==> src/hdl/mtpi_pkg.sv <==
// Shared types, sizes and helper function for the ternary pattern index block.
package mtpi_pkg;

    localparam int BOARD_W          = 64;
    localparam int MAX_PATTERN_BITS = 16;
    localparam int INDEX_W          = 26;
    localparam int LANE_BITS        = 8;
    localparam int LANES            = BOARD_W / LANE_BITS;

    // count of selected squares, 0..BOARD_W
    localparam int CNT_W      = $clog2(BOARD_W + 1);
    // count of selected squares inside one lane, 0..LANE_BITS
    localparam int LCNT_W     = $clog2(LANE_BITS + 1);
    // largest lane value: every digit 3 (both boards set)
    localparam int POW3_LANE  = 3 ** LANE_BITS;
    localparam int LVAL_MAX   = 3 * (POW3_LANE - 1) / 2;
    localparam int LVAL_W     = $clog2(LVAL_MAX + 1);

    // pipeline depth from board accept to result register
    localparam int NUM_STAGES = 7;

    typedef struct packed {
        logic [BOARD_W-1:0] player_board;
        logic [BOARD_W-1:0] opponent_board;
    } board_word_t;

    typedef struct packed {
        logic [INDEX_W-1:0] pattern_index;
        logic               pattern_too_wide;
    } result_word_t;

    typedef struct packed {
        logic load3;
        logic load4;
    } lane_ctl_t;

    typedef struct packed {
        logic load5;
        logic load6;
        logic load7;
    } merge_ctl_t;

    // 3^k modulo 2^INDEX_W for k below MAX_PATTERN_BITS, zero otherwise
    function automatic logic [INDEX_W-1:0] pow3_mod(input logic [CNT_W-1:0] k);
        logic [INDEX_W-1:0] r;
        logic [INDEX_W-1:0] cur;
        r   = '0;
        cur = INDEX_W'(1);
        for (int i = 0; i < MAX_PATTERN_BITS; i++)
        begin
            if (k == CNT_W'(i))
                r = cur;
            cur = INDEX_W'(cur * 3);
        end
        return r;
    endfunction

endpackage

==> src/hdl/mtpi_lane.sv <==
// One lane: extracts the base-3 digits of its board slice and scales them by 3^offset.
module mtpi_lane (
    input  logic                              clk,
    input  mtpi_pkg::lane_ctl_t               ctl,
    input  logic [mtpi_pkg::LANE_BITS-1:0]    lane_mask,
    input  logic [mtpi_pkg::CNT_W-1:0]        offset,
    input  logic [mtpi_pkg::LANE_BITS-1:0]    player_bits,
    input  logic [mtpi_pkg::LANE_BITS-1:0]    opponent_bits,
    output logic [mtpi_pkg::INDEX_W-1:0]      product
);
    import mtpi_pkg::*;

    logic [LVAL_W-1:0]  lval_next;
    logic [LVAL_W-1:0]  lval_reg;
    logic [CNT_W-1:0]   off_reg;
    logic [INDEX_W-1:0] prod_next;
    logic [INDEX_W-1:0] prod_reg;
    logic [LCNT_W-1:0]  rank;
    logic [1:0]         digit;

    // digits in lane order; a square is kept only while its global rank < MAX
    always_comb
    begin
        rank      = '0;
        digit     = '0;
        lval_next = '0;
        for (int i = 0; i < LANE_BITS; i++)
        begin
            if (lane_mask[i])
            begin
                if ((CNT_W + 1)'(offset) + (CNT_W + 1)'(rank) < (CNT_W + 1)'(MAX_PATTERN_BITS))
                begin
                    digit     = {1'b0, player_bits[i]} + {opponent_bits[i], 1'b0};
                    lval_next = LVAL_W'(lval_next
                                + LVAL_W'(digit) * LVAL_W'(pow3_mod(CNT_W'(rank))));
                end
                rank = rank + LCNT_W'(1);
            end
        end
    end

    // result is taken mod 2^INDEX_W, so the product keeps only its low bits
    assign prod_next = INDEX_W'(lval_reg * pow3_mod(off_reg));

    always_ff @(posedge clk)
    begin
        if (ctl.load3)
        begin
            lval_reg <= lval_next;
            off_reg  <= offset;
        end
        if (ctl.load4)
            prod_reg <= prod_next;
    end

    assign product = prod_reg;

endmodule

==> config.mk <==
export PLATFORM = sky130hd
export DESIGN_NAME = mtpi_lane
export DESIGN_NICKNAME = d
export VERILOG_FILES = /design/src/hdl/mtpi_pkg.sv /design/src/hdl/mtpi_lane.sv
export SDC_FILE = /design/constraint.sdc
export NUM_CORES = 1
export LEC_CHECK = 0
export BUFFER_PORTS_ARGS = -buffer_cell sky130_fd_sc_hd__buf_2
export CORE_MARGIN = 3
export CORE_UTILIZATION = 40
export CTS_CLUSTER_DIAMETER = 80
export DETAILED_ROUTE_END_ITERATION = 10
export SYNTH_ARGS = -nofsm -noshare
export SYNTH_HDL_FRONTEND = slang
export SYNTH_SLANG_ARGS = --single-unit
==> constraint.sdc <==
create_clock -name clk -period 38.8 [get_ports clk]
set_input_delay 3.88 -clock clk [delete_from_list [all_inputs] [get_ports clk]]
set_output_delay 3.88 -clock clk [all_outputs]
set_load 0.02 [all_outputs]
==> summary.txt, run 1 <==
Layout
  – Layout cells sized above 1: 0.07899
  – Nets: 2351
  – Fin util: 0.4356
  – Largest register FFs: 26
  – Area Overhead vs Synth: 5.927%
  – # diodes: 0
  – Commonest non-fill, non-tap cell in the layout: inv_1
  – Commonest cells after routing, fill and taps aside: inv_1 (283), fa_1 (219), nand2_1 (217)

Routing
  – Post-route DRC violation count: 0
  – Vias per Instance: 5.232
  – Initial DRC Count: 692
  – Pre-Repair DR Iteration Count: 5
  – WL/cell: 16.72 um
  – Drt total wl: 40420 um
  – Final antenna-violating net count: 0
  – Via Count: 12.65k

Logic synthesis
  – Syn_nets: 2344
  – Synthesized area: 16150 um2
  – Yosys cell types: 72
  – Post-Synthesis Cells: 1891
  – Most used DFF post-synth: edfxtp_1
  – Sequential area share after synthesis: 0.08739
  – Post-synth EDFFs: 47
  – Post-synth ARST share: 0
  – Syn avg cell area: 8.541 um2
  – Syn. warnings: 0
  – Seq cells post-synth: 47

Placement
  – Routability congestion estimate: 0.8823
  – Post-detail-place hpwl: 33420 um
  – # port buffers: 59
  – Setup WS pre-CTS: 22.42 ns

Critical path
  – Worst path bufs/invs: 10
  – Startpoint class of the critical path: primary input
  – Kind of critical path: in2reg
  – Maximum fanout along the worst path: 4
  – Worst EP required: 38.86 ns
  – FF-to-FF setup slack: 30.74 ns
  – Reg2reg start: off_reg[0]
  – CP max-delay cell: fa_1
  – Reg2reg end: product[24]
  – Crit path max-delay family: adder cells
  – Critical path's largest stage delay: 0.58 ns
  – Crit end category: flip-flop
  – Critical path origin: offset[5]
  – Critical path's most frequent cell: inv_1
  – Worst Reg-to-Reg Cells: 25
  – Worst EP arrival: 16.08 ns

Floorplan
  – Num ports: 60
  – Row cnt: 72
  – Chip height: 206.9 um
  – Die width: 206.9 um
  – Initial Util: 0.4112
  – Die area: 42820 um2
  – Floorplan core area: 39280 um2

Run status
  – Status: finished, final reports clean

Clocking
  – Skew-Pair Late Insertion Delay: 0.33 ns
  – Total CTS buffers: 5
  – CTS tree: built
  – Root Driver: clkbuf_16
  – CTS Sinks: 47
  – Post-CTS setup buffers: 0
  – Post-CTS resize count: 0
  – Clk buf depth: 2
  – H-tree depth: 2
  – Hold-fix buffers, CTS: 0
  – CTS clock-pin slew for the worst setup and hold paths: 0.09 ns

Hold path
  – Hold Crit Class: reg2reg
  – Worst Hold End: product[0]
  – Worst hold start: off_reg[6]
  – Worst Hold Depth: 3

GRT
  – GR Util All Layers: 0.1966
  – GRT overflow: 0
  – First-pass GRT wire length: 66920 um
  – Pin count of the biggest net entering global routing: 41
  – Antenna violations before repair: 3
  – Vias in the first global route: 12.88k

Timing
  – Worst-margin pin slew: 1.167 ns
  – Slew Viols, Final: 0
  – Final worst slack: 22.78 ns
  – Setup tns final: 0 ns
  – Clock skew: 0.03037 ns
  – RSZ-0062 raised after global routing: no
  – Final period utilization: 0.4129
  – Final min period: 16.02 ns
  – # setup viols final: 0
  – Max-slew headroom: 0.2217
  – Final Hold Fails: 0
  – F_max: 62.43 MHz

Flow run
  – Max-Cap Viols: 0

Power
  – Pleak: 8.500 nW
  – Worst VDD drop: 0.01667 mV
  – Power Density: 22.75 nW/um2
-- logic make-up (layout without fill, tap and decap cells) --
| logic type | count (synthesis) | in the layout | synth area share |
|---|---|---|---|
| AO/OA/AOI/OAI | 273 | 273 | 0.1114 |
| XOR/XNOR | 112 | 112 | 0.06864 |
| adder cells (fa/ha/maj) | 419 | 419 | 0.4264 |
| buffers and inverters | 365 | 373 | 0.08568 |
| flip-flops | 47 | 47 | 0.08739 |
| multiplexers | 46 | 46 | 0.03122 |
| AND/OR/NAND/NOR | 629 | 629 | 0.1893 |
-- worst reg2reg max path, delay by kind of cell, from the launching register on --
| kind | cells | cell delay, ns |
|---|---|---|
| adders and majority gates | 7 | 3.34 |
| AOI/OAI and AO/OA | 7 | 2.44 |
| buffers and inverters | 6 | 1.00 |
| DFF | 1 | 0.63 |
| and+or+nand+nor | 4 | 0.32 |
| xor gates and xnor gates | 1 | 0.09 |
-- where the power goes --
part           switching (W)  leakage [nW]  total (W)  internal [W]
registers          0.0000127         0.473  0.0000786     0.0000659
clock network      0.0000221        0.0838  0.0000526     0.0000305
logic               0.000154          7.94   0.000258      0.000104
total               0.000189          8.50   0.000389      0.000200
-- synth_stat cells (38+ instances only) --
| master | number | area share |
|---|---|---|
| a21oi_1 | 77 | 0.024 |
| fa_1 | 219 | 0.27 |
| ha_1 | 200 | 0.15 |
| xnor2_1 | 74 | 0.040 |
| nor2_1 | 115 | 0.027 |
| edfxtp_1 | 47 | 0.087 |
| inv_1 | 283 | 0.066 |
| and3_1 | 38 | 0.015 |
| and2_1 | 120 | 0.046 |
| nand2_1 | 217 | 0.050 |
| clkbuf_1 | 72 | 0.017 |
| o21ai_0 | 47 | 0.015 |
-- how the worst max path moves through the flow --
stage                   endpoint  slack (ns)  cells past startpoint
floorplan           lval_reg[13]       23.74                     57
CTS                 lval_reg[13]       22.75                     61
global route        lval_reg[13]       21.75                     61
detailed placement  lval_reg[13]       22.42                     60
global placement    lval_reg[13]       22.63                     61
finish              lval_reg[13]       22.78                     60
-- metal layers --
| layer | vias up | share of wire | global-route usage | wire (um) |
|---|---|---|---|---|
| met3 | 45 | 0.043 | 0.01756 | 1730 |
| li1 | 6159 | - | - | - |
| met1 | 6169 | 0.47 | 0.2755 | 18860 |
| met5 | - | 0.00020 | 0 | 8 |
| met4 | 2 | 0.021 | 0.04527 | 851 |
| met2 | 270 | 0.47 | 0.3313 | 18970 |
-- metrics by stage --
| stage | hold slack (ns) | power [W] | cell area (um2) | instances |
|---|---|---|---|---|
| 6_report | 1.074 | 0.0003892 | 17110 | 2417 |
| 5_1_grt | 1.121 | 0.0004302 | 17110 | 2417 |
| 4_1_cts | 1.049 | 0.0003919 | 17110 | 2417 |
| 3_5_place_dp | 1.014 | 0.0003378 | 16940 | 2409 |
| 3_3_place_gp | 1.002 | 0.0003319 | 16940 | 2409 |
| 2_1_floorplan | 0.6177 | 0.0002735 | 16150 | 1891 |
-- cell type report --
type | count | area [um2]
clock buffers | 5 | 125.1
fillers | 3991 | 22170
repair buffers | 79 | 445.4
multi-input cells | 1479 | 13360
well taps | 518 | 648.1
clock inverters | 3 | 43.79
flip-flops and latches | 47 | 1411
inverters | 286 | 1074
(Power assumes the default switching activity.)
==> inputs of run 2 (changes only) <==
clock period = 13.4 ns   (was 38.8 ns; I/O delays follow)
==> summary.txt, run 2 (synthesis results as in run 1) <==
Hold path
  – Hold Crit Class: reg2reg

Placement
  – Routability congestion estimate: 0.9158
  – Post-detail-place hpwl: 34330 um
  – Setup WS pre-CTS: -0.1976 ns
  – Placed Area: 17270 um2
  – # port buffers: 59

Routing
  – WL/cell: 16.87 um
  – Final antenna-violating net count: 0
  – Post-route DRC violation count: 0
  – Pre-Repair DR Iteration Count: 6
  – Via Count: 13.01k
  – Drt total wl: 41620 um
  – Vias per Instance: 5.273
  – Initial DRC Count: 700

Timing
  – Slew Viols, Final: 0
  – Hold WS: 1.005 ns
  – F_max: 78.15 MHz
  – Final worst slack: 0.6041 ns
  – Final min period: 12.80 ns
  – Worst-margin pin slew: 1.247 ns
  – Clock skew: 0.01214 ns
  – Final period utilization: 0.9549
  – Final Hold Fails: 0
  – Max-slew headroom: 0.1617
  – # setup viols final: 0

Clocking
  – Root Driver: clkbuf_16
  – Clk buf depth: 2
  – Total CTS buffers: 5
  – CTS Sinks: 47
  – Skew-Pair Late Insertion Delay: 0.30 ns
  – CTS clock-pin slew for the worst setup and hold paths: 0.07 ns
  – H-tree depth: 2
  – CTS tree: built
  – Hold-fix buffers, CTS: 0

Floorplan
  – Initial Util: 0.4112
  – Row cnt: 72
  – Die width: 206.9 um
  – Num ports: 60
  – Floorplan core area: 39280 um2
  – Die area: 42820 um2
  – Chip height: 206.9 um

Layout
  – Storage cell area: 1411 um2
  – Fin util: 0.4492
  – Multi-input gate area: 13550 um2
  – Largest register FFs: 26
  – Layout cells sized above 1: 0.1195
  – # diodes: 0
  – Area Overhead vs Synth: 9.234%
  – Nets: 2401
  – Commonest non-fill, non-tap cell in the layout: inv_1
  – Fin area: 17640 um2
  – Fill cells: 3954
  – Commonest cells after routing, fill and taps aside: inv_1 (283), nand2_1 (217), fa_1 (217)

Critical path
  – Kind of critical path: in2reg
  – CP max-delay cell: fa_1
  – Crit path max-delay family: adder cells
  – Critical path's most frequent cell: inv_1
  – Crit end category: flip-flop
  – Startpoint class of the critical path: primary input
  – Maximum fanout along the worst path: 4
  – Worst EP required: 13.46 ns
  – Worst EP arrival: 12.85 ns
  – Worst path bufs/invs: 12
  – Critical path's largest stage delay: 0.55 ns

GRT
  – Pin count of the biggest net entering global routing: 41
  – First-pass GRT wire length: 68880 um
  – Vias in the first global route: 13.25k
  – Antenna violations before repair: 1
  – GRT overflow: 0
  – GR Util All Layers: 0.2002

Power
  – Pleak: 8.742 nW
  – Worst VDD drop: 0.05464 mV
  – Power Density: 64.38 nW/um2

Flow run
  – Max-Cap Viols: 0

Run status
  – Status: finished, final reports clean
## run 2: timing repair
item	CTS	global route
endpoints found under the setup margin	0	4
buffers inserted	0	7
resized for setup	0	39
## run 2: stage by stage
step,std cells,total power (W),TNS [ns]
after global placement,2452,0.0009817,0
after detailed placement,2452,0.0009987,-0.2390
after floorplan,1891,0.0007920,0
after CTS,2460,0.001133,0
after global routing,2467,0.001254,-0.05216
final,2467,0.001136,0
## run 2: final timing paths
path / startpoint / end / slack (ns) / cells past startpoint
worst max-delay path: offset[6] / lval_reg[10] / 0.60 / 60
worst min-delay path: off_reg[5] / product[0] / 1.01 / 3
worst min register to register: off_reg[5] / product[0] / 1.01 / 3
worst max register to register: off_reg[0] / product[24] / 5.14 / 24
## run 2: final cells by class
type | instances | area share
well taps | 518 | 0.03674
clock inverters | 2 | 0.0007092
inverters | 286 | 0.06085
repair buffers | 129 | 0.04652
multi-input cells | 1479 | 0.7679
flip-flops and latches | 47 | 0.08000
clock buffers | 6 | 0.007305
## run 2: layer usage
layer	wire, um	GRT usage	vias up
met2	19240	0.3347	260
li1	-	-	6257
met3	1669	0.01317	30
met1	20210	0.2940	6460
met5	11	0	-
met4	486	0.02601	2
## run 2: power breakdown
group	internal (W)	leakage [nW]	switching, W	total (W)
registers	0.000191	0.473	0.0000342	0.000225
logic	0.000320	8.20	0.000463	0.000783
clock network	0.0000692	0.0685	0.0000588	0.000128
## run 2: worst register-to-register path, delay by kind of cell (launching register included)
kind	cells	cell delay [ns]
AND/OR/NAND/NOR	4	0.33
adder cells (fa/ha/maj)	7	3.34
flip-flops	1	0.79
XOR/XNOR	1	0.10
buffers and inverters	5	0.87
AO/OA/AOI/OAI	7	2.58
