===== config.mk =====
export PLATFORM = sky130hd
export DESIGN_NAME = mtpi_merge
export DESIGN_NICKNAME = d
export VERILOG_FILES = /design/src/hdl/mtpi_pkg.sv /design/src/hdl/mtpi_merge.sv
export SDC_FILE = /design/constraint.sdc
export NUM_CORES = 1
export LEC_CHECK = 0
export BUFFER_PORTS_ARGS = -buffer_cell sky130_fd_sc_hd__buf_2
export CELL_PAD_IN_SITES_DETAIL_PLACEMENT = 0
export CELL_PAD_IN_SITES_GLOBAL_PLACEMENT = 1
export CORE_MARGIN = 2
export CORE_UTILIZATION = 48
export DETAILED_ROUTE_END_ITERATION = 16
export PLACE_DENSITY_LB_ADDON = 0.1
export SLEW_MARGIN = 20
export SYNTH_ARGS = -nofsm -noshare
export SYNTH_HDL_FRONTEND = slang
export SYNTH_SLANG_ARGS = --single-unit

===== constraint.sdc =====
create_clock -name clk -period 4.45 [get_ports clk]
set_input_delay 0.2225 -clock clk [delete_from_list [all_inputs] [get_ports clk]]
set_output_delay 0.2225 -clock clk [all_outputs]
set_load 0.005 [all_outputs]

===== src/hdl/mtpi_pkg.sv =====
// Shared types, sizes and helper function for the ternary pattern index block.
package mtpi_pkg;

    localparam int BOARD_W          = 64;
    localparam int MAX_PATTERN_BITS = 16;
    localparam int INDEX_W          = 26;
    localparam int LANE_BITS        = 8;
    localparam int LANES            = BOARD_W / LANE_BITS;

    // count of selected squares, 0..BOARD_W
    localparam int CNT_W      = $clog2(BOARD_W + 1);
    // count of selected squares inside one lane, 0..LANE_BITS
    localparam int LCNT_W     = $clog2(LANE_BITS + 1);
    // largest lane value: every digit 3 (both boards set)
    localparam int POW3_LANE  = 3 ** LANE_BITS;
    localparam int LVAL_MAX   = 3 * (POW3_LANE - 1) / 2;
    localparam int LVAL_W     = $clog2(LVAL_MAX + 1);

    // pipeline depth from board accept to result register
    localparam int NUM_STAGES = 7;

    typedef struct packed {
        logic [BOARD_W-1:0] player_board;
        logic [BOARD_W-1:0] opponent_board;
    } board_word_t;

    typedef struct packed {
        logic [INDEX_W-1:0] pattern_index;
        logic               pattern_too_wide;
    } result_word_t;

    typedef struct packed {
        logic load3;
        logic load4;
    } lane_ctl_t;

    typedef struct packed {
        logic load5;
        logic load6;
        logic load7;
    } merge_ctl_t;

    // 3^k modulo 2^INDEX_W for k below MAX_PATTERN_BITS, zero otherwise
    function automatic logic [INDEX_W-1:0] pow3_mod(input logic [CNT_W-1:0] k);
        logic [INDEX_W-1:0] r;
        logic [INDEX_W-1:0] cur;
        r   = '0;
        cur = INDEX_W'(1);
        for (int i = 0; i < MAX_PATTERN_BITS; i++)
        begin
            if (k == CNT_W'(i))
                r = cur;
            cur = INDEX_W'(cur * 3);
        end
        return r;
    endfunction

endpackage


===== src/hdl/mtpi_merge.sv =====
// Registered adder tree that merges the lane products into the result word.
module mtpi_merge (
    input  logic                         clk,
    input  mtpi_pkg::merge_ctl_t         ctl,
    input  logic [mtpi_pkg::INDEX_W-1:0] products [mtpi_pkg::LANES],
    input  logic                         too_wide,
    output mtpi_pkg::result_word_t       result
);
    import mtpi_pkg::*;

    localparam int L5 = LANES / 2;
    localparam int L6 = LANES / 4;

    logic [INDEX_W-1:0] sum5_reg [L5];
    logic [INDEX_W-1:0] sum6_reg [L6];
    logic [INDEX_W-1:0] sum7_next;
    logic               wide5_reg;
    logic               wide6_reg;
    result_word_t       result_reg;

    always_comb
    begin
        sum7_next = '0;
        for (int i = 0; i < L6; i++)
            sum7_next = sum7_next + sum6_reg[i];
    end

    always_ff @(posedge clk)
    begin
        if (ctl.load5)
        begin
            for (int i = 0; i < L5; i++)
                sum5_reg[i] <= products[2*i] + products[2*i+1];
            wide5_reg <= too_wide;
        end
        if (ctl.load6)
        begin
            for (int i = 0; i < L6; i++)
                sum6_reg[i] <= sum5_reg[2*i] + sum5_reg[2*i+1];
            wide6_reg <= wide5_reg;
        end
        if (ctl.load7)
        begin
            result_reg.pattern_index    <= sum7_next;
            result_reg.pattern_too_wide <= wide6_reg;
        end
    end

    assign result = result_reg;

endmodule


==> impl_metrics.ini, run 1 <==
[logic_synthesis]
ys.flop_type = edfxtp_1
synth_area_leaders = edfxtp_1 38%, ha_1 15%, xnor2_1 6.3%
synth_common_cells = 185 x edfxtp_1, 175 x ha_1, 154 x a21oi_1
ys_ff_latch = 185
synth_area_leader_cell = edfxtp_1
ys_async_sr_fraction_pct = 0
synth_edf_count = 185
synth_cells = 1476
syn_nets = 1871
ys.warnings.count = 0
yosysMostFrequentCell = edfxtp_1
avgSynthCellArea_um2 = 9.93
seq_area_frac_synth_pct = 37.9
synth_area_um2 = 14700
synth_cell_types = 82
synth_top_area_share_pct = 37.9

[timing]
slew_viol_final = 0
post-route-min-period_ns = 3.02
hold_viol_final = 0
rsz0062_at_grt = no
skew_ns = 0.0158
fmax_ghz = 0.331
setup_violations = 0
final.setup.tns_ns = 0
setup_slack_ns = 1.43
worstMarginPinSlew_ns = 0.786
final.period_utilization_pct = 67.8
relSlewSlack_pct = 46.2

[cts]
clock_sinks = 185
clk_latency_ns = 0.44
cts.clk_slew.worst_paths_ns = 0.08
cts-resized-gates = 0
root_buffer = clkbuf_16
clockBufferDepth = 2
hold_buffers = 1
cts_buffers = 17
cts_tree = yes
h-tree-depth = 4
postCtsSetupBuffers = 0

[worst_setup_path]
cp-end-kind = flip-flop
critPathMaxFanout = 4
r2r-start = sum5_reg[3][0]$_DFFE_PP_
rr_endpoint = sum6_reg[0][50]$_DFFE_PP_
reg2regPathDepth = 11
worstPathRequired_ns = 4.62
rrSetupSlack_ns = 1.43
crit_type = reg2reg
worstPathArrival_ns = 3.19
cp-start-kind = flip-flop

[min_path]
worstHoldPathCells = 2
holdCritStartpoint = products[130]
min_delay_worst_endpoint = sum5_reg[1][0]$_DFFE_PP_
min_path_type = in2reg

[finish]
fin_area_um2 = 16900
nNetsFinal = 2105
num_antenna_cells = 0
largest_reg_flops = 104
stdcell_count = 2113
area_growth_pct = 15.1
drive_gt1_share_pct = 17.4

[power_and_ir_drop]
p_leak_nw = 7.35
internal-power_mw = 5.10
ir_worst_vdd_uv = 295
p_seq_share_pct = 34.4
cellPowerDensity_nw_per_um2 = 485
power_mw = 8.18
p_comb_share_pct = 47.0
p_switching_mw = 3.08
p_clk_share_pct = 18.7
netSwitchingFraction_pct = 37.7

[global_routing]
grt_start_max_net_pins = 54
grt_pass1_vias = 11000
antenna_found_initial = 1
grt_overflow = 0
grt_usage_pct = 21.9
grt_pass1_wl_um = 55200

[floorplan]
die_x_um = 179
start_util_pct = 49.0
rows = 63
die_h_um = 179
pin_count = 240
core-area_um2 = 29900
die-area_um2 = 31900

[route]
dr.pass1.iters = 5
route.vias.total = 11900
avgViaCountPerCell = 5.62
wirelength_um = 34500
drc_errors = 0
drt_iter0_markers = 807
postRouteAntennaNets = 0
wl_per_cell_um = 16.3

[placement]
gp_congestion = 0.896
place_area_um2 = 16200
portBuffers = 239
dpl.hpwl_um = 28400
dpl_worst_slack_ns = 1.29
placedCellCount = 2080

[status]
run_status = complete, no violations

[run]
cap_violations = 0
==> cell type report <==
| class | count | area (µm²) |
|---|---|---|
| clock buffers | 17 | 425 |
| repair buffers | 242 | 1230 |
| clock inverters | 15 | 179 |
| flip-flops and latches | 185 | 5560 |
| inverters | 66 | 248 |
| fillers | 2679 | 13000 |
| well taps | 390 | 488 |
| multi-input cells | 1198 | 8740 |
==> worst max-delay path, stage by stage (launching register included) <==
cell and delay [ns]:
edfxtp_1 0.36, ha_1 0.18, inv_1 0.06, fa_1 0.39, nor2b_1 0.15, o21ai_1 0.08, a21o_1 0.22, a311oi_1 0.38
nor4_1 0.11, o31ai_1 0.48, a311oi_1 0.19, xnor2_1 0.16
==> stage by stage <==
step           util [%]  hold slack (ns)
6_report           56.4           0.0907
5_1_grt            56.4           0.0926
4_1_cts            56.4           0.0825
3_5_place_dp       54.4            0.401
3_3_place_gp       54.4            0.406
2_1_floorplan         -            0.321
==> power by group through the flow <==
stage	sequential [mW]	clock [mW]	combinational (mW)
global route	2.86	1.62	4.32
CTS	2.82	1.56	3.83
global placement	2.85	0	3.79
finish	2.81	1.53	3.84
detailed placement	2.86	0	3.80
floorplan	2.80	0	2.81
==> layer usage <==
metal / routed length, µm / vias to the layer above / global-route usage [%]
met5: 13 / - / 0
met4: 635 / 2 / 5.69
met3: 1840 / 33 / 3.33
met2: 15100 / 341 / 34.4
met1: 16900 / 5447 / 31.4
li1: - / 6059 / -
==> worst max path at each step <==
stage	from	end	slack (ns)	cells after the start
2_1_floorplan	sum5_reg[3][0]$_DFFE_PP_	sum6_reg[0][50]$_DFFE_PP_	1.92	11
3_3_place_gp	products[52]	sum5_reg[2][22]$_DFFE_PP_	1.31	12
3_5_place_dp	products[52]	sum5_reg[2][22]$_DFFE_PP_	1.29	12
4_1_cts	sum5_reg[3][0]$_DFFE_PP_	sum6_reg[0][50]$_DFFE_PP_	1.49	11
5_1_grt	sum5_reg[3][0]$_DFFE_PP_	sum6_reg[0][50]$_DFFE_PP_	1.25	11
6_report	sum5_reg[3][0]$_DFFE_PP_	sum6_reg[0][50]$_DFFE_PP_	1.43	11
==> cells by family (layout without fill, tap and decap cells) <==
| family | Yosys count | after routing | synth area share (%) |
|---|---|---|---|
| flops | 185 | 185 | 37.9 |
| mux | 4 | 4 | 0.273 |
| compound gates | 493 | 493 | 21.9 |
| xor+xnor | 156 | 156 | 9.33 |
| buf+inv | 93 | 340 | 2.44 |
| fa+ha+maj | 182 | 182 | 15.9 |
| simple gates | 363 | 363 | 12.3 |
==> layout by cell type (no fill, tap or decap), types with 12 or more instances in the layout <==
cell type and count:
nand4_1 25, edfxtp_1 185, clkbuf_16 17, ha_1 175
and3_1 12, a21o_1 84, nand2b_1 16, nor3_1 34
xor2_1 50, nor2b_1 17, a31oi_1 23, nand2_1 88
o211ai_1 13, inv_1 66, a211oi_1 13, xnor2_1 106
nor2_1 85, buf_2 237, and2_1 12, nand3_1 37
a21oi_1 154, o21bai_1 15, o21a_1 19, o21ai_0 84
No activity file was read; power rests on OpenSTA's default activity.
==> inputs of run 2 (changes only) <==
- ABC_AREA: not set -> 1
- CORE_UTILIZATION: 48 -> 38
- clock period: 4.45 -> 2.52 ns (I/O delays scaled with it)
==> impl_metrics.ini, run 2 <==
[cts]
clk_latency_ns = 0.46
cts_tree = yes
postCtsSetupBuffers = 0
h-tree-depth = 4
root_buffer = clkbuf_16
clock_sinks = 185
cts.clk_slew.worst_paths_ns = 0.08
clockBufferDepth = 2
cts_buffers = 17

[logic_synthesis]
synth_cell_types = 27
ys_ff_latch = 185
seq_area_frac_synth_pct = 30.6
synth_area_leaders = edfxtp_1 31%, nand2_1 22%, ha_1 12%
ys.warnings.count = 0
synth_cells = 2732
ys.flop_type = edfxtp_1
synth_top_area_share_pct = 30.6
syn_nets = 3127
synth_edf_count = 185
synth_common_cells = 1073 x nand2_1, 523 x inv_1, 201 x nor2_1
avgSynthCellArea_um2 = 6.66
synth_area_leader_cell = edfxtp_1
synth_area_um2 = 18200
ys_async_sr_fraction_pct = 0
yosysMostFrequentCell = nand2_1

[timing]
hold_viol_final = 0
relSlewSlack_pct = 47.3
final.period_utilization_pct = 87.6
slew_viol_final = 0
final.setup.tns_ns = 0
skew_ns = 0.0153
worstMarginPinSlew_ns = 0.791
rsz0062_at_grt = no
fmax_ghz = 0.453
post-route-min-period_ns = 2.21
setup_violations = 0

[finish]
num_antenna_cells = 0
stdcell_count = 3623
final_cell_mix = 1073 x nand2_1, 523 x inv_1, 238 x buf_2
area_growth_pct = 14.5
largest_reg_flops = 104
nNetsFinal = 3390
drive_gt1_share_pct = 10.6
fin_area_um2 = 20800
final_common_cell = nand2_1

[floorplan]
die_h_um = 223
die-area_um2 = 49600
core-area_um2 = 47400
pin_count = 240
start_util_pct = 38.3
rows = 80
die_x_um = 223

[global_routing]
grt_pass1_wl_um = 89400
grt_usage_pct = 23.1
grt_overflow = 0
grt_pass1_vias = 16700
grt_start_max_net_pins = 41
antenna_found_initial = 0

[route]
postRouteAntennaNets = 0
drc_errors = 0
avgViaCountPerCell = 4.77
wl_per_cell_um = 15.5
dr.pass1.iters = 5
route.vias.total = 17300
wirelength_um = 56000
drt_iter0_markers = 1131

[placement]
portBuffers = 239
dpl.hpwl_um = 48700
place_area_um2 = 20200
gp_congestion = 0.932
placedCellCount = 3590

[worst_setup_path]
max_stage_delay_ns = 0.39
cp-start-kind = flip-flop
worstPathArrival_ns = 2.43
critPathMaxFanout = 5
slowest_stage = fa_1
crit_path_frequent_cell = nand3_1
path_cells = ha_1 -> inv_1 -> fa_1 -> inv_1 -> nand3_1 -> nand3_1 -> nand2_1 -> nand2_1 -> nand3_1 -> nand3_1 -> nand2_1
worstPathRequired_ns = 2.74
crit_type = reg2reg
cp-end-kind = flip-flop

[power_and_ir_drop]
power_mw = 15.2
ir_worst_vdd_uv = 515
cellPowerDensity_nw_per_um2 = 730
p_leak_nw = 11.5

[status]
run_status = complete, no violations

[run]
cap_violations = 0

[min_path]
min_path_type = in2reg
==> run 2: changes by cell type after synthesis, moves of 30 or more <==
cell,delta
a21oi_1,-30
nand2_1,+985
nor3_1,-31
nand3_1,+117
nor2_1,+116
a21o_1,-82
nand4_1,+31
inv_1,+457
o21ai_0,-57
xnor2_1,-71
==> run 2: cell families (layout without fill, tap and decap cells) <==
group	after synthesis	after routing	share of synthesized area, %
DFF	185	185	30.6
xor gates and xnor gates	96	96	4.62
buffers and inverters	524	800	10.8
adders and majority gates	182	182	12.8
AOI/OAI and AO/OA	176	176	5.21
and+or+nand+nor	1569	1569	36.0
==> run 2: metrics by stage <==
step / hold slack [ns] / setup WS, ns / utilization [%]
floorplan: 0.225 / 0.685 / -
finish: 0.0265 / 0.312 / 43.9
detailed placement: 0.305 / 0.274 / 42.6
global route: 0.0174 / 0.0711 / 43.9
CTS: 0.00999 / 0.274 / 43.9
global placement: 0.306 / 0.254 / 42.6
==> run 2: critical path: cells and delay by family, from the launching register on <==
kind | cells | cell delay [ns]
simple gates | 7 | 0.83
fa+ha+maj | 2 | 0.63
flops | 1 | 0.33
buf+inv | 2 | 0.18
==> run 2: layer usage <==
layer / global-route usage, % / wire length (µm) / part of all wire, %
met1: 32.2 / 27100 / 48
met5: 0 / 0 / 0
met3: 1.97 / 2290 / 4.1
met4: 4.52 / 796 / 1.4
met2: 39.1 / 25800 / 46
==> run 2: worst paths after layout <==
path	from	to	slack [ns]	depth (start not counted)
worst min-delay path	products[130]	sum5_reg[1][0]$_DFFE_PP_	0.03	2
worst max register to register	sum5_reg[1][0]$_DFFE_PP_	sum6_reg[0][14]$_DFFE_PP_	0.31	11
worst min register to register	wide6_reg$_DFFE_PP_	result[0]$_DFFE_PP_	0.43	0
worst max-delay path	sum5_reg[1][0]$_DFFE_PP_	sum6_reg[0][14]$_DFFE_PP_	0.31	11
==> run 2: area by class of cell <==
class,instances,area [µm²]
clock buffer,17,425
timing repair buffer,244,1260
fill,5104,26600
tap,615,769
multi-input combinational,2023,10700
clock inverter,15,171
sequential,185,5560
inverter,524,1970
==> run 2: repair_timing <==
item                                   in CTS  in global routing
resized for setup                           0                  0
hold buffers                                1                  0
endpoints found under the hold margin       1                  0
==> run 2: power by group <==
group	internal, mW	switching, mW	leakage, nW
registers	4.54	0.322	1.81
logic	2.64	4.99	9.35
clock network	1.34	1.37	0.291
==> inputs of run 3 (changes only) <==
- CORE_MARGIN: 2 -> 4
- PLACE_DENSITY_LB_ADDON: 0.1 -> 0.08
==> impl_metrics.ini, run 3 (synthesis gave the netlist of run 2 again) <==
[status]
run_status = complete, no violations

[worst_setup_path]
cp-end-kind = flip-flop
cp-start-kind = flip-flop
crit_type = reg2reg
r2r-start = sum5_reg[0][0]$_DFFE_PP_
reg2regPathDepth = 11
worstPathArrival_ns = 2.45
worstPathRequired_ns = 2.74
rrSetupSlack_ns = 0.28
critPathMaxFanout = 5
rr_endpoint = sum6_reg[0][24]$_DFFE_PP_
setup.worst_path.start = sum5_reg[0][0]$_DFFE_PP_

[min_path]
min_path_type = in2reg
worstHoldPathCells = 2
min_delay_worst_endpoint = sum5_reg[1][0]$_DFFE_PP_
holdCritStartpoint = products[130]

[finish]
stdcell_count = 3616
largest_reg_flops = 104
nNetsFinal = 3392
area_growth_pct = 14.5
num_antenna_cells = 0
final_cell_mix = 1073 x nand2_1, 523 x inv_1, 238 x buf_2
drive_gt1_share_pct = 10.6
final_common_cell = nand2_1

[power_and_ir_drop]
ir_worst_vdd_uv = 322
p_seq_share_pct = 31.7
p_switching_mw = 6.64
internal-power_mw = 8.69
p_leak_nw = 11.5
p_clk_share_pct = 18.4
netSwitchingFraction_pct = 43.3
cellPowerDensity_nw_per_um2 = 737
p_comb_share_pct = 49.9

[cts]
cts_tree = yes
root_buffer = clkbuf_16
clockBufferDepth = 2
h-tree-depth = 4
cts.clk_slew.worst_paths_ns = 0.08
clock_sinks = 185
clk_latency_ns = 0.46
cts_buffers = 17

[floorplan]
core-area_um2 = 47000
die_x_um = 227
pin_count = 240
die-area_um2 = 51400
rows = 79
start_util_pct = 38.7
die_h_um = 227

[timing]
post-route-min-period_ns = 2.24
relSlewSlack_pct = 51.0
setup_violations = 0
hold_viol_final = 0
rsz0062_at_grt = no
skew_ns = 0.0181
worstMarginPinSlew_ns = 0.735
slew_viol_final = 0
final.setup.tns_ns = 0
fmax_ghz = 0.447
final.period_utilization_pct = 88.8

[global_routing]
grt_start_max_net_pins = 54
grt_pass1_vias = 16700
grt_pass1_wl_um = 88200
antenna_found_initial = 1
grt_usage_pct = 21.9
grt_overflow = 0

[route]
postRouteAntennaNets = 0
drt_iter0_markers = 1127
route.vias.total = 17400
drc_errors = 0
wirelength_um = 56100
wl_per_cell_um = 15.5
dr.pass1.iters = 7
avgViaCountPerCell = 4.80

[run]
cap_violations = 0

[placement]
placedCellCount = 3584
gp_congestion = 0.918
dpl.hpwl_um = 48600
portBuffers = 239
-- run 3: worst max-delay path, stage by stage, from the launching register on --
cell and delay, ns:
edfxtp_1 0.34, ha_1 0.22, inv_1 0.07, fa_1 0.40, inv_1 0.11, nand3_1 0.07, nand3_1 0.22, nand2_1 0.08
nand2_1 0.18, nand3_1 0.12, nand4_1 0.09, nand2_1 0.07
-- run 3: worst max path at each step --
stage	cells after the start	end
after detailed placement	11	sum6_reg[0][22]$_DFFE_PP_
after floorplan	10	sum6_reg[0][40]$_DFFE_PP_
final	11	sum6_reg[0][24]$_DFFE_PP_
after global routing	11	sum6_reg[0][24]$_DFFE_PP_
after global placement	11	sum6_reg[0][14]$_DFFE_PP_
after CTS	11	sum6_reg[0][22]$_DFFE_PP_
-- run 3: layer usage --
layer	global-route usage, %	wire [µm]	vias up
li1	-	-	9125
met3	3.96	3000	54
met2	36.0	25200	403
met1	30.1	26900	7792
met4	5.09	1040	0
met5	0	0	-
-- run 3: stage by stage --
step	power, mW	hold slack [ns]	cell area, µm²	utilization, %	setup slack (ns)
after floorplan	10.0	0.225	18200	-	0.685
after global placement	12.6	0.306	20200	43.0	0.284
after detailed placement	12.6	0.305	20200	43.0	0.296
after CTS	15.4	0.0209	20800	44.3	0.291
after global routing	16.7	0.0438	20800	44.3	0.100
final	15.3	0.0540	20800	44.3	0.281
-- run 3: timing repair --
action | 4_1_cts | 5_1_grt
hold buffers | 1 | 0
endpoints found under the hold margin | 1 | 0
resized for setup | 0 | 0
buffers inserted | 0 | 0
-- run 3: final cells by class --
type                       instances  area, µm²
inverter                         524       1970
timing repair buffer             246       1270
clock inverter                    14        179
tap                              607        759
multi-input combinational       2023      10700
sequential                       185       5560
fill                            5025      26100
clock buffer                      17        425
-- run 3: power by group through the flow --
| stage | clock [mW] | sequential (mW) | combinational [mW] |
|---|---|---|---|
| after floorplan | 0 | 4.80 | 5.23 |
| after global placement | 0 | 4.94 | 7.63 |
| after detailed placement | 0 | 4.95 | 7.63 |
| after CTS | 2.89 | 4.89 | 7.66 |
| after global routing | 3.01 | 4.93 | 8.73 |
| final | 2.82 | 4.87 | 7.65 |
